## src/design/assert_macros.svh

```systemverilog
// ---------------------------------------------------------------------------
// Assertion macros
// Concurrent check helpers clocked on aclk, disabled while aresetn is low.
// ---------------------------------------------------------------------------
`ifndef ASSERT_MACROS_SVH
`define ASSERT_MACROS_SVH

`ifndef SYNTH
// same-cycle implication
`define ASSERT_IMP(label, ante, cons) \
    label: assert property (@(posedge aclk) disable iff (!aresetn) (ante) |-> (cons)) \
        else $error("assertion failed");
// next-cycle implication
`define ASSERT_NXT(label, ante, cons) \
    label: assert property (@(posedge aclk) disable iff (!aresetn) (ante) |=> (cons)) \
        else $error("assertion failed");
`else
`define ASSERT_IMP(label, ante, cons)
`define ASSERT_NXT(label, ante, cons)
`endif

`endif

```

## src/design/podo_pkg.sv

```systemverilog
// ---------------------------------------------------------------------------
// podo_pkg
// Shared constants, angle table and controller command type for the pose
// integrator.
// ---------------------------------------------------------------------------
package podo_pkg;

    localparam int ROTATION_ITERATIONS = 16;
    localparam int POSE_WIDTH          = 32;

    localparam int ATAN_ENTRIES = 24;
    localparam int ROT_STEPS    = (ROTATION_ITERATIONS > ATAN_ENTRIES) ?
                                  ATAN_ENTRIES : ROTATION_ITERATIONS;
    localparam int ITER_W       = (ROT_STEPS > 1) ? $clog2(ROT_STEPS) : 1;
    localparam int ATAN_IDX_W   = $clog2(ATAN_ENTRIES);

    localparam int FIELD_W   = 16;
    localparam int HEAD_W    = 16;
    localparam int WORLD_W   = 32;
    localparam int S_TDATA_W = 3 * FIELD_W;
    localparam int M_TDATA_W = 2 * WORLD_W + HEAD_W;

    // CORDIC datapath
    localparam int GUARD_BITS = 16;
    localparam int CORDIC_W   = 36;   // 17-bit vector, 16 guard bits, gain headroom
    localparam int ANGLE_W    = 32;   // 2^-32 turn units

    // gain correction: 1/K in Q30, split multiply over two partial products
    localparam int GAIN_W      = 31;
    localparam int SPLIT       = 18;
    localparam int MUL_A_W     = CORDIC_W - SPLIT + 1;
    localparam int PROD_W      = MUL_A_W + GAIN_W;
    localparam int ACC_W       = 68;
    localparam int ROUND_SHIFT = 46;
    localparam int RX_W        = ACC_W - ROUND_SHIFT;
    localparam int SUM_W       = ((POSE_WIDTH > RX_W) ? POSE_WIDTH : RX_W) + 1;

    localparam logic signed [GAIN_W-1:0] INV_GAIN = 31'sd652032874;

    localparam logic [ANGLE_W-1:0] ATAN_TURNS [ATAN_ENTRIES] = '{
        32'd536870912, 32'd316933406, 32'd167458907, 32'd85004756,
        32'd42667331,  32'd21354465,  32'd10679838,  32'd5340245,
        32'd2670163,   32'd1335087,   32'd667544,    32'd333772,
        32'd166886,    32'd83443,     32'd41722,     32'd20861,
        32'd10430,     32'd5215,      32'd2608,      32'd1304,
        32'd652,       32'd326,       32'd163,       32'd81
    };

    typedef enum logic [1:0] {
        MUL_XL,
        MUL_XH,
        MUL_YL,
        MUL_YH
    } mul_phase_t;

    typedef struct packed {
        logic              load;
        logic              rotate;
        logic [ITER_W-1:0] iter;
        logic              scale;
        mul_phase_t        phase;
        logic              update;
    } podo_cmd_t;

endpackage

```

## src/design/podo_dpath.sv

```systemverilog
// ---------------------------------------------------------------------------
// podo_dpath
// Quadrant pre-rotation, iterative CORDIC rotator, split gain multiply and
// saturating position and wrapping heading accumulate, stepped by controller commands.
// ---------------------------------------------------------------------------
module podo_dpath (
    input  logic                           aclk,
    input  logic                           aresetn,
    input  podo_pkg::podo_cmd_t            cmd,
    input  logic [podo_pkg::S_TDATA_W-1:0] s_tdata,
    output logic [podo_pkg::M_TDATA_W-1:0] m_tdata
);
    import podo_pkg::*;

    localparam logic signed [SUM_W-1:0] SAT_MAX =
        SUM_W'({1'b0, {(POSE_WIDTH-1){1'b1}}});
    localparam logic signed [SUM_W-1:0] SAT_MIN = -SAT_MAX - SUM_W'(1);
    localparam logic signed [ACC_W-1:0] ROUND_BIAS = ACC_W'(1) <<< (ROUND_SHIFT - 1);

    function automatic logic signed [POSE_WIDTH-1:0] sat_pose(
        input logic signed [SUM_W-1:0] v
    );
        logic signed [SUM_W-1:0] c;
        begin
            if (v > SAT_MAX) begin
                c = SAT_MAX;
            end else if (v < SAT_MIN) begin
                c = SAT_MIN;
            end else begin
                c = v;
            end
            sat_pose = c[POSE_WIDTH-1:0];
        end
    endfunction

    // state and working registers
    logic signed [POSE_WIDTH-1:0] pose_x_reg, pose_x_next;
    logic signed [POSE_WIDTH-1:0] pose_y_reg, pose_y_next;
    logic        [HEAD_W-1:0]     pose_h_reg, pose_h_next;
    logic        [HEAD_W-1:0]     dh_reg;
    logic signed [CORDIC_W-1:0]   x_reg, x_next;
    logic signed [CORDIC_W-1:0]   y_reg, y_next;
    logic signed [ANGLE_W-1:0]    z_reg, z_next;
    logic signed [ACC_W-1:0]      acc_reg, acc_next;
    logic signed [RX_W-1:0]       rx_reg, ry_reg;
    logic        [M_TDATA_W-1:0]  m_data_reg;

    // input decode
    logic signed [FIELD_W-1:0] in_dx, in_dy;
    logic signed [FIELD_W:0]   dx17, dy17, sx, sy;
    logic        [HEAD_W-1:0]  h_bias, r_angle;
    logic        [1:0]         quad;

    assign in_dx = s_tdata[FIELD_W-1:0];
    assign in_dy = s_tdata[2*FIELD_W-1:FIELD_W];
    assign dx17  = {in_dx[FIELD_W-1], in_dx};
    assign dy17  = {in_dy[FIELD_W-1], in_dy};

    // nearest quarter turn, residual in [-1/8, 1/8) turn
    assign h_bias  = pose_h_reg + HEAD_W'(16'h2000);
    assign quad    = h_bias[HEAD_W-1:HEAD_W-2];
    assign r_angle = pose_h_reg - {quad, {(HEAD_W-2){1'b0}}};

    always_comb begin
        unique case (quad)
            2'd1: begin
                sx = -dy17;
                sy = dx17;
            end
            2'd2: begin
                sx = -dx17;
                sy = -dy17;
            end
            2'd3: begin
                sx = dy17;
                sy = -dx17;
            end
            default: begin
                sx = dx17;
                sy = dy17;
            end
        endcase
    end

    // rotation step
    logic signed [CORDIC_W-1:0] xs, ys;
    logic signed [ANGLE_W-1:0]  atan_i;

    assign xs     = x_reg >>> cmd.iter;
    assign ys     = y_reg >>> cmd.iter;
    assign atan_i = ATAN_TURNS[ATAN_IDX_W'(cmd.iter)];

    // gain multiply, one partial product per cycle
    logic signed [MUL_A_W-1:0] mul_a;
    logic signed [PROD_W-1:0]  prod;
    logic signed [ACC_W-1:0]   prod_ext;

    always_comb begin
        unique case (cmd.phase)
            MUL_XL:  mul_a = {1'b0, x_reg[SPLIT-1:0]};
            MUL_XH:  mul_a = {x_reg[CORDIC_W-1], x_reg[CORDIC_W-1:SPLIT]};
            MUL_YL:  mul_a = {1'b0, y_reg[SPLIT-1:0]};
            default: mul_a = {y_reg[CORDIC_W-1], y_reg[CORDIC_W-1:SPLIT]};
        endcase
    end

    assign prod     = mul_a * INV_GAIN;
    assign prod_ext = ACC_W'(prod);

    always_comb begin
        if (cmd.phase == MUL_XL || cmd.phase == MUL_YL) begin
            acc_next = prod_ext + ROUND_BIAS;
        end else begin
            acc_next = acc_reg + (prod_ext <<< SPLIT);
        end
    end

    always_comb begin
        if (cmd.load) begin
            x_next = {{(CORDIC_W-FIELD_W-1-GUARD_BITS){sx[FIELD_W]}}, sx,
                      {GUARD_BITS{1'b0}}};
            y_next = {{(CORDIC_W-FIELD_W-1-GUARD_BITS){sy[FIELD_W]}}, sy,
                      {GUARD_BITS{1'b0}}};
            z_next = {r_angle, {(ANGLE_W-HEAD_W){1'b0}}};
        end else if (!z_reg[ANGLE_W-1]) begin
            x_next = x_reg - ys;
            y_next = y_reg + xs;
            z_next = z_reg - atan_i;
        end else begin
            x_next = x_reg + ys;
            y_next = y_reg - xs;
            z_next = z_reg + atan_i;
        end
    end

    // pose update
    assign pose_x_next = sat_pose(SUM_W'(pose_x_reg) + SUM_W'(rx_reg));
    assign pose_y_next = sat_pose(SUM_W'(pose_y_reg) + SUM_W'(ry_reg));
    assign pose_h_next = pose_h_reg + dh_reg;

    always_ff @(posedge aclk) begin
        if (!aresetn) begin
            pose_x_reg <= '0;
            pose_y_reg <= '0;
            pose_h_reg <= '0;
        end else if (cmd.update) begin
            pose_x_reg <= pose_x_next;
            pose_y_reg <= pose_y_next;
            pose_h_reg <= pose_h_next;
        end
    end

    always_ff @(posedge aclk) begin
        if (cmd.load) begin
            dh_reg <= s_tdata[S_TDATA_W-1:2*FIELD_W];
        end
        if (cmd.load || cmd.rotate) begin
            x_reg <= x_next;
            y_reg <= y_next;
            z_reg <= z_next;
        end
        if (cmd.scale) begin
            acc_reg <= acc_next;
            if (cmd.phase == MUL_XH) begin
                rx_reg <= acc_next[ACC_W-1:ROUND_SHIFT];
            end
            if (cmd.phase == MUL_YH) begin
                ry_reg <= acc_next[ACC_W-1:ROUND_SHIFT];
            end
        end
        if (cmd.update) begin
            m_data_reg <= {pose_h_next, WORLD_W'(pose_y_next), WORLD_W'(pose_x_next)};
        end
    end

    assign m_tdata = m_data_reg;

endmodule

```

## src/design/podo_ctrl.sv

```systemverilog
// ---------------------------------------------------------------------------
// podo_ctrl
// Sequencer: accept, CORDIC iterations, gain multiply phases, pose update and
// result register valid.
// ---------------------------------------------------------------------------
module podo_ctrl (
    input  logic                aclk,
    input  logic                aresetn,
    input  logic                s_tvalid,
    output logic                s_tready,
    output logic                m_tvalid,
    input  logic                m_tready,
    output podo_pkg::podo_cmd_t cmd
);
    import podo_pkg::*;

    typedef enum logic [1:0] {
        ST_IDLE,
        ST_ROTATE,
        ST_SCALE,
        ST_UPDATE
    } state_t;

    state_t            state_reg;
    logic [ITER_W-1:0] iter_reg;
    mul_phase_t        phase_reg;
    logic              m_tvalid_reg;
    logic              out_free;

    // result register can take a new pose this cycle
    assign out_free = !m_tvalid_reg || m_tready;

    always_comb begin
        cmd.load   = (state_reg == ST_IDLE) && s_tvalid;
        cmd.rotate = (state_reg == ST_ROTATE);
        cmd.iter   = iter_reg;
        cmd.scale  = (state_reg == ST_SCALE);
        cmd.phase  = phase_reg;
        cmd.update = (state_reg == ST_UPDATE) && out_free;
    end

    always_ff @(posedge aclk) begin
        if (!aresetn) begin
            state_reg    <= ST_IDLE;
            iter_reg     <= '0;
            phase_reg    <= MUL_XL;
            m_tvalid_reg <= 1'b0;
        end else begin
            // a new pose keeps valid high even when the old one leaves
            if (cmd.update) begin
                m_tvalid_reg <= 1'b1;
            end else if (m_tready) begin
                m_tvalid_reg <= 1'b0;
            end
            unique case (state_reg)
                ST_IDLE: begin
                    if (s_tvalid) begin
                        state_reg <= ST_ROTATE;
                        iter_reg  <= '0;
                    end
                end
                ST_ROTATE: begin
                    if (iter_reg == ITER_W'(ROT_STEPS - 1)) begin
                        state_reg <= ST_SCALE;
                        phase_reg <= MUL_XL;
                    end else begin
                        iter_reg <= iter_reg + ITER_W'(1);
                    end
                end
                ST_SCALE: begin
                    unique case (phase_reg)
                        MUL_XL: phase_reg <= MUL_XH;
                        MUL_XH: phase_reg <= MUL_YL;
                        MUL_YL: phase_reg <= MUL_YH;
                        MUL_YH: begin
                            phase_reg <= MUL_XL;
                            state_reg <= ST_UPDATE;
                        end
                    endcase
                end
                ST_UPDATE: begin
                    if (out_free) begin
                        state_reg <= ST_IDLE;
                    end
                end
            endcase
        end
    end

    assign s_tready = (state_reg == ST_IDLE);
    assign m_tvalid = m_tvalid_reg;

endmodule

```

## src/design/planar_odometry_pose_integrator_top.sv

```systemverilog
// ---------------------------------------------------------------------------
// Planar odometry pose integrator
// Integrates robot-frame displacements into a world pose with saturating position.
// ---------------------------------------------------------------------------
// Usage:
//   Slave stream carries one displacement per request: delta_x, delta_y and
//   delta_heading. The block rotates (delta_x, delta_y) by the stored heading
//   with a shared CORDIC stage, one micro-rotation per cycle, scales out the
//   CORDIC gain with one 19x31 multiplier in four partial products, adds
//   to the stored position with saturation and advances the heading.
//   After accept, the rotation iterations, the four multiply phases and the
//   update step run in turn before m_tvalid rises. A request is processed
//   through these steps before the next one is accepted.
//   s_tready is high only while the sequencer is idle. A finished pose sits in
//   the output register, and the next request may be accepted and processed
//   meanwhile; if the receiver still stalls when that one finishes, the
//   sequencer holds in its update step until the register frees.
//   Reset clears the pose and heading to zero and empties the output register.
// ---------------------------------------------------------------------------
`include "assert_macros.svh"

module planar_odometry_pose_integrator_top (
    input  logic                           aclk,
    input  logic                           aresetn,
    input  logic                           s_tvalid,
    output logic                           s_tready,
    // [15:0] delta_x, [31:16] delta_y, [47:32] delta_heading
    input  logic [podo_pkg::S_TDATA_W-1:0] s_tdata,
    output logic                           m_tvalid,
    input  logic                           m_tready,
    // [31:0] world_x, [63:32] world_y, [79:64] world_heading
    output logic [podo_pkg::M_TDATA_W-1:0] m_tdata
);
    import podo_pkg::*;

    podo_cmd_t cmd;

    podo_ctrl u_ctrl (
        .aclk     (aclk),
        .aresetn  (aresetn),
        .s_tvalid (s_tvalid),
        .s_tready (s_tready),
        .m_tvalid (m_tvalid),
        .m_tready (m_tready),
        .cmd      (cmd)
    );

    podo_dpath u_dpath (
        .aclk    (aclk),
        .aresetn (aresetn),
        .cmd     (cmd),
        .s_tdata (s_tdata),
        .m_tdata (m_tdata)
    );

    `ASSERT_IMP(a_cmd_exclusive, 1'b1, $onehot0({cmd.load, cmd.rotate, cmd.scale, cmd.update}))
    `ASSERT_IMP(a_no_overwrite, cmd.update, !m_tvalid || m_tready)
    `ASSERT_NXT(a_busy_after_accept, s_tvalid && s_tready, !s_tready)
    `ASSERT_NXT(a_update_gives_valid, cmd.update, m_tvalid)

endmodule
```

## config.mk

```make
export PLATFORM = sky130hd
export DESIGN_NAME = planar_odometry_pose_integrator_top
export DESIGN_NICKNAME = d
export VERILOG_FILES = /design/src/design/podo_pkg.sv /design/src/design/podo_dpath.sv /design/src/design/podo_ctrl.sv /design/src/design/planar_odometry_pose_integrator_top.sv
export VERILOG_INCLUDE_DIRS = /design/src /design/src/design
export SDC_FILE = /design/constraint.sdc
export NUM_CORES = 2
export LEC_CHECK = 0
export BUFFER_PORTS_ARGS = -buffer_cell sky130_fd_sc_hd__buf_2
export CORE_AREA = 2 2 272 274
export CTS_CLUSTER_SIZE = 10
export DETAILED_ROUTE_END_ITERATION = 12
export DIE_AREA = 0 0 274 276
export PLACE_DENSITY = 0.81
export SETUP_SLACK_MARGIN = 0.2
export SYNTH_ARGS = -nofsm -noshare
export SYNTH_HDL_FRONTEND = slang
export SYNTH_SLANG_ARGS = --single-unit
```

## constraint.sdc

```tcl
create_clock -name aclk -period 9.2 [get_ports aclk]
set_clock_uncertainty 0.2 [all_clocks]
set_input_delay 0.92 -clock aclk [delete_from_list [all_inputs] [get_ports aclk]]
set_output_delay 0.92 -clock aclk [all_outputs]
set_load 0.005 [all_outputs]
```

After elaboration in Yosys (flattened, before gate mapping). Memory sizes are Yosys's and may differ from the RTL's. Index checks and enable logic that the tools add are counted.

Register bits after elaboration: 401. Memory bits (read-only): 1024. Input port bits: 52. Output and inout bits: 82. Word-level logic and storage cells: 104. Memories: 1.

Memories: (name not given) (words 32, width 32, rd ports 1, clocked after Yosys merged registers in 0, wr ports 0, line podo_dpath.sv:91) `assign atan_i = ATAN_TURNS[ATAN_IDX_W'(cmd.iter)];`.

Add/subtract/negate cells: 16. Multiply operators: 1. Order comparisons: 5. Equality and inequality tests: 15. Shift operators: 2. Muxes and demuxes: 29. Bitwise operators: 1. Reductions and logical operators: 16.

Operators by type and width (number): two-way mux 32 bit (8); two-way mux 36 bit (4); case mux 17 bit (3 select lines) (2); adder 36 bit (2); >>> shifter 36 x 4 -> 36 bit (2); subtractor 36 bit (2); adder 68 bit (1); two-way mux 68 bit (1); adder 32 x 22 -> 33 bit (2); > comparator 33 x 32 -> 1 bit (second input constant) (2); < comparator 33 x 32 -> 1 bit (second input constant) (2); case mux 19 bit (3 select lines) (1); adder 50 x 47 -> 51 bit (second input constant) (1); multiplier 19 x 30 -> 49 bit (second input constant) (1); negator 16 -> 17 bit (2); adder 32 bit (1); subtractor 32 bit (1); adder 16 x 14 -> 16 bit (second input constant) (1); adder 16 bit (1); case mux 2 bit (4 select lines) (2); subtractor 16 bit (1); equality test 2 bit (second input constant) (6); two-way mux 2 bit (5); two-way mux 4 bit (2); 18 further kinds (32).

Longest topological paths before layout.
Depth in word-level cells: 7. Depth in mapped cells: 45.

Hierarchy. Synthesis repeated with hierarchy kept, for this count alone.

Cells, all modules: 4586. Area, all modules: 43071.3 sq um.

By module, submodules not included: podo_dpath (times used 1, cells each 4518, area an instance 42447.0 sq um, sequential area each 10400.0 sq um); podo_ctrl (times used 1, cells each 68, area an instance 624.3 sq um, sequential area each 180.2 sq um).

Worst setup path before layout. No wires, ideal clock.

Path type: reg2reg. Start point: register u_ctrl.phase_reg[1]. End point: register u_dpath.acc_reg[66] (data pin). Data arrival time: 9.702 ns. Required time: 8.719 ns. Path slack: -0.983 ns. Stages on the path, launching flop included: 40. Path buffers: 3. Clock period less this slack: 10.183 ns. Path through: dfxtp_1 -> inv_1 -> ha_1 -> clkbuf_1 -> clkbuf_1 -> a222oi_1 -> a21oi_1 -> ha_1 -> inv_1 -> fa_1 -> fa_1 -> fa_1 -> fa_1 -> inv_1 -> fa_1 -> ha_1 -> ha_1 -> clkbuf_1 -> [4 not listed] -> a21o_1 -> a21o_1 -> a31o_2 -> a21oi_1 -> o21bai_1 -> a21oi_1 -> xnor2_1 -> ha_1 -> nor2b_1 -> a41oi_1 -> nand4_1 -> nor4b_1 -> o31ai_1 -> a31oi_1 -> o21ai_0 -> a41oi_1 -> mux2i_1 -> nand3_1.

Cells in the longest elaborated chain, start to end: 5.

RTL lines: from (decl) (line podo_ctrl.sv:26) `mul_phase_t phase_reg;`; from (signal assigned) (line podo_ctrl.sv:46) `phase_reg <= MUL_XL;`; from (signal assigned) (line podo_ctrl.sv:65) `phase_reg <= MUL_XL;`; from (signal assigned) (line podo_ctrl.sv:72) `MUL_XL: phase_reg <= MUL_XH;`; equality test 2 bit (tied with other cells) (line podo_dpath.sv:99, podo_dpath.sv:111); case mux 19 bit (3 select lines) (line podo_dpath.sv:99) `unique case (cmd.phase)`; multiplier 19 x 30 -> 49 bit (line podo_dpath.sv:107) `assign prod = mul_a * INV_GAIN;`; adder 68 bit or adder 50 x 47 -> 51 bit (tied branches) (line podo_dpath.sv:114, podo_dpath.sv:112); two-way mux 68 bit (*) (line podo_dpath.sv:111) `if (cmd.phase == MUL_XL || cmd.phase == MUL_YL) begin`; named net u_dpath.acc_next[66] (line podo_dpath.sv:44) `logic signed [ACC_W-1:0] acc_reg, acc_next;`; to (signal assigned) (line podo_dpath.sv:163) `acc_reg <= acc_next;`; to (decl) (line podo_dpath.sv:44).

Mark *: on every way through the listed nets, which the timed path passes. The rest lies on a longest branch. A chain may end at the register's enable or synchronous reset.

Final worst setup path.
Start point: register u_ctrl.phase_reg[0]. End point: register u_dpath.rx_reg[20] (data pin).

Cells in the longest elaborated chain, start to end: 5.

RTL lines: equality test 2 bit (tied with other cells) (line podo_dpath.sv:99, podo_dpath.sv:111); case mux 19 bit (3 select lines) (line podo_dpath.sv:99); multiplier 19 x 30 -> 49 bit (line podo_dpath.sv:107); adder 68 bit or adder 50 x 47 -> 51 bit (tied branches) (line podo_dpath.sv:114, podo_dpath.sv:112); two-way mux 68 bit (*) (line podo_dpath.sv:111); named net u_dpath.acc_next[66] (line podo_dpath.sv:44); to (signal assigned) (line podo_dpath.sv:165) `rx_reg <= acc_next[ACC_W-1:ROUND_SHIFT];`; to (decl) (line podo_dpath.sv:45) `logic signed [RX_W-1:0] rx_reg, ry_reg;`.

Marks and branches as above.

==> impl_metrics.sql <==
INSERT INTO impl_metrics (metric_group, metric, value, unit) VALUES
('global_routing', 'globalRoute.busiestLayer', 'met2', ''),
('die', 'initial_utilization', '58.5', '%'),
('yosys', 'per_instance_average_area_after_synthesis', '9.20', 'sq um'),
('die', 'row_count', '99', ''),
('yosys', 'post_synth_inst_count', '4618', ''),
('yosys', 'synth-seq-cells', '382', ''),
('die', 'core-area', '72600', 'sq um'),
('setup_path', 'worstSetupPathType', 'flop to flop', ''),
('yosys', 'synth_top_flop_cell', 'edfxtp_1', ''),
('setup_path', 'max_stage_delay', '600', 'ps'),
('sta', 'rsz0062_at_grt', 'true', ''),
('cts', 'ctsHoldBuffers', '0', ''),
('sta', 'upper_clock_frequency_limit', '99.6', 'MHz'),
('setup_path', 'critical_path_peak_fanout', '8', ''),
('layout', 'fin_util', '69.4', '%'),
('routing', 'route.final.wire_length', '135', 'mm'),
('routing', 'vias_per_cell', '6.23', ''),
('setup_path', 'cp.required', '9320', 'ps'),
('layout', 'layout_cells_sized_above_1', '20.7', '%'),
('setup_path', 'timing.critical_path.arrival', '10170', 'ps'),
('sta', 'setup_viol', '61', ''),
('placement', 'io_buffer_count', '133', ''),
('placement', 'routabilityCongestion', '1.03', ''),
('global_routing', 'grt_util_all_layers', '34.4', '%'),
('setup_path', 'path_common_cell', 'fa_2', ''),
('global_routing', 'use_met3', '8.00', '%'),
('sta', 'holdWs', '262', 'ps'),
('sta', 'endpoints_failing_hold', '0', ''),
('yosys', 'share_of_flip_flops_with_an_asynchronous_set_or_reset_after_synthesis', '0', '%'),
('die', 'die-height', '276', 'um'),
('setup_path', 'cpMaxStageDelayCell', 'fa_2', ''),
('yosys', 'synthesis.nets', '5371', ''),
('routing', 'final_antenna_net_count', '0', ''),
('global_routing', 'largest_net_degree_at_the_start_of_global_routing', '77', ''),
('sta', 'final.period_utilization', '109', '%'),
('cts', 'clock_sinks', '382', ''),
('yosys', 'yosysWarnings', '0', ''),
('run_status', 'outcome', 'finished, violations left', ''),
('die', 'io-pin-count', '134', ''),
('routing', 'detail_route.first_pass.iterations', '8', ''),
('cts', 'insertion_delay', '650', 'ps'),
('global_routing', 'grt_first_pass_wirelength', '205', 'mm'),
('layout', 'final_net_count', '5885', ''),
('die', 'die_x', '274', 'um'),
('yosys', 'synth_cell_types', '82', ''),
('cts', 'clk_pin_slew_worst_paths', '60', 'ps'),
('routing', 'vias', '38300', ''),
('cts', 'clockRootBuffer', 'clkbuf_16', ''),
('global_routing', 'number_of_antenna_violations_at_the_first_check_in_global_routing', '14', ''),
('routing', 'drt-wirelength-per-cell', '21.9', 'um'),
('yosys', 'netlist.area_leader.share', '20.7', '%'),
('global_routing', 'grt_use_met2', '54.8', '%'),
('hold_path', 'timing.hold.worst.class', 'flop to flop', ''),
('layout', 'number_of_flip_flops_in_the_largest_register', '80', ''),
('global_routing', 'grt.met1_usage', '44.5', '%'),
('run_status', 'violations', 'setup timing', ''),
('sta', 'period_needed', '10040', 'ps'),
('cts', 'clock_tree.htree_level_count', '2', ''),
('cts', 'cts_max_path_buffers', '3', ''),
('cts', 'clock_tree_from_tritoncts', 'done', ''),
('layout', 'synthToLayoutAreaGrowth', '18.6', '%'),
('sta', 'worst_slew_margin_rel', '22.4', '%'),
('sta', 'slew_limit_fails', '0', ''),
('placement', 'hpwl_after_detailed_placement', '103', 'mm'),
('sta', 'worst-slew-pin-transition', '1160', 'ps'),
('yosys', 'seq_area_frac_synth', '24.9', '%'),
('sta', 'finalWorstSetupSlack', '-843', 'ps'),
('global_routing', 'grt_overflow_total', '0', ''),
('yosys', 'post-synth-top-area-cell', 'edfxtp_1', ''),
('setup_path', 'timing.critical_path.from_type', 'flop', ''),
('cts', 'cts-buffers-inserted', '48', ''),
('routing', 'detail_route.drc_violations', '0', ''),
('yosys', 'synthesis.area', '42500', 'sq um'),
('global_routing', 'first_global_vias', '37300', ''),
('flow_run', 'count_of_max_cap_constraint_violations', '0', ''),
('routing', 'detailedRoute.firstIterationViolations', '3993', ''),
('die', 'floorplan.die_area', '75600', 'sq um'),
('yosys', 'post_synth_edffs', '293', ''),
('yosys', 'cells_taking_the_most_area_after_synthesis', 'edfxtp_1 (21%), ha_1 (14%), fa_1 (11%), mux4_2 (4.9%), a21oi_1 (4.5%)', ''),
('setup_path', 'cp-end-kind', 'flop', '');
## cell type report
cell class,count,area (sq um)
Multi-Input combinational cell,3641,30800
Fill cell,5504,22200
Sequential cell,382,10600
Timing Repair Buffer,634,4600
Tap cell,959,1200
Inverter,425,1610
Antenna cell,10,25.0
Clock buffer,78,1380
Clock inverter,11,153
## timing repair
item,4_1_cts,5_1_grt
setup buffers,54,26
setup endpoints to repair,66,70
resized for setup,98,122
pin swaps,81,88
## worst max-delay path: cells and delay by family, from the launching register on
kind	cells	cell delay [ps]
fa+ha+maj	10	4170
compound gates	14	2790
simple gates	4	750
buf+inv	6	740
mux	2	500
flops	1	370
xor+xnor	1	190
## per-stage QoR
step                      TNS, ps  instances  cell area (sq um)  worst slack (ps)
after floorplan              -248       4618              43000             -63.4
after global placement      -8930       5961              47300              -393
after detailed placement   -18200       5961              47300              -611
after CTS                  -10740       6104              49600              -380
after global routing       -41360       6136              50400              -986
final                      -28280       6140              50400              -843
## routing by layer
metal | vias to the layer above | routed length, um
met5 | - | 57
met4 | 8 | 7060
met3 | 461 | 13700
met2 | 1972 | 62000
met1 | 18200 | 51800
li1 | 17600 | -
## cell usage after synthesis, types with 89 or more instances
cell,n
ha_1,476
inv_1,420
a21oi_1,379
nand2_1,377
nor2_1,375
o21ai_0,319
edfxtp_1,293
fa_1,225
xnor2_1,215
a21o_1,151
xor2_1,138
clkbuf_1,108
mux4_2,93
dfxtp_1,89
## cell usage in the layout (no fill, tap or decap), types with 20 or more instances in the layout
| cell type | instances |
|---|---|
| a211oi_1 | 51 |
| a21o_1 | 151 |
| a21oi_1 | 356 |
| a31oi_1 | 50 |
| and2_1 | 25 |
| and3_1 | 30 |
| buf_2 | 133 |
| buf_4 | 461 |
| buf_6 | 37 |
| clkbuf_1 | 23 |
| clkbuf_16 | 48 |
| dfxtp_1 | 83 |
| edfxtp_1 | 293 |
| fa_1 | 205 |
| fa_2 | 20 |
| ha_1 | 438 |
| ha_4 | 30 |
| inv_1 | 394 |
| inv_2 | 24 |
| mux2_2 | 24 |
| mux2i_1 | 55 |
| mux4_2 | 93 |
| nand2_1 | 374 |
| nand2b_1 | 38 |
| nand3_1 | 80 |
| nand4_1 | 27 |
| nor2_1 | 369 |
| nor2b_1 | 32 |
| nor3_1 | 70 |
| o211ai_1 | 35 |
| o21a_1 | 42 |
| o21ai_0 | 293 |
| o21bai_1 | 36 |
| o31ai_1 | 26 |
| or3_1 | 23 |
| xnor2_1 | 200 |
| xor2_1 | 131 |
## cell families (layout without fill, tap and decap cells)
logic type               count (synthesis)  in the layout  synth area share (%)
adder cells (fa/ha/maj)                712            712                  24.9
multiplexers                           185            185                  7.20
AO/OA/AOI/OAI                         1237           1237                  17.9
XOR/XNOR                               354            354                  7.33
AND/OR/NAND/NOR                       1153           1153                  12.3
flip-flops                             382            382                  24.9
buffers and inverters                  595           1148                  5.46
other                                    0             10                     0
## path summary, 6_finish.rpt
path                                                            to  cells after the start                                from  slack, ps
worst max-delay path                  u_dpath.rx_reg[20]$_DFFE_PP_                     37    u_ctrl.phase_reg[0]$_SDFFE_PN0P_       -840
worst min-delay path            u_dpath.pose_y_reg[3]$_SDFFE_PN0P_                      2  u_dpath.pose_y_reg[3]$_SDFFE_PN0P_        260
worst max register to register        u_dpath.rx_reg[20]$_DFFE_PP_                     37    u_ctrl.phase_reg[0]$_SDFFE_PN0P_       -840
worst min register to register  u_dpath.pose_y_reg[3]$_SDFFE_PN0P_                      2  u_dpath.pose_y_reg[3]$_SDFFE_PN0P_        260
Power is left out: the tool's default activity adds up to more than one toggle a clock period on the data nets, which glitch-free logic cannot reach.
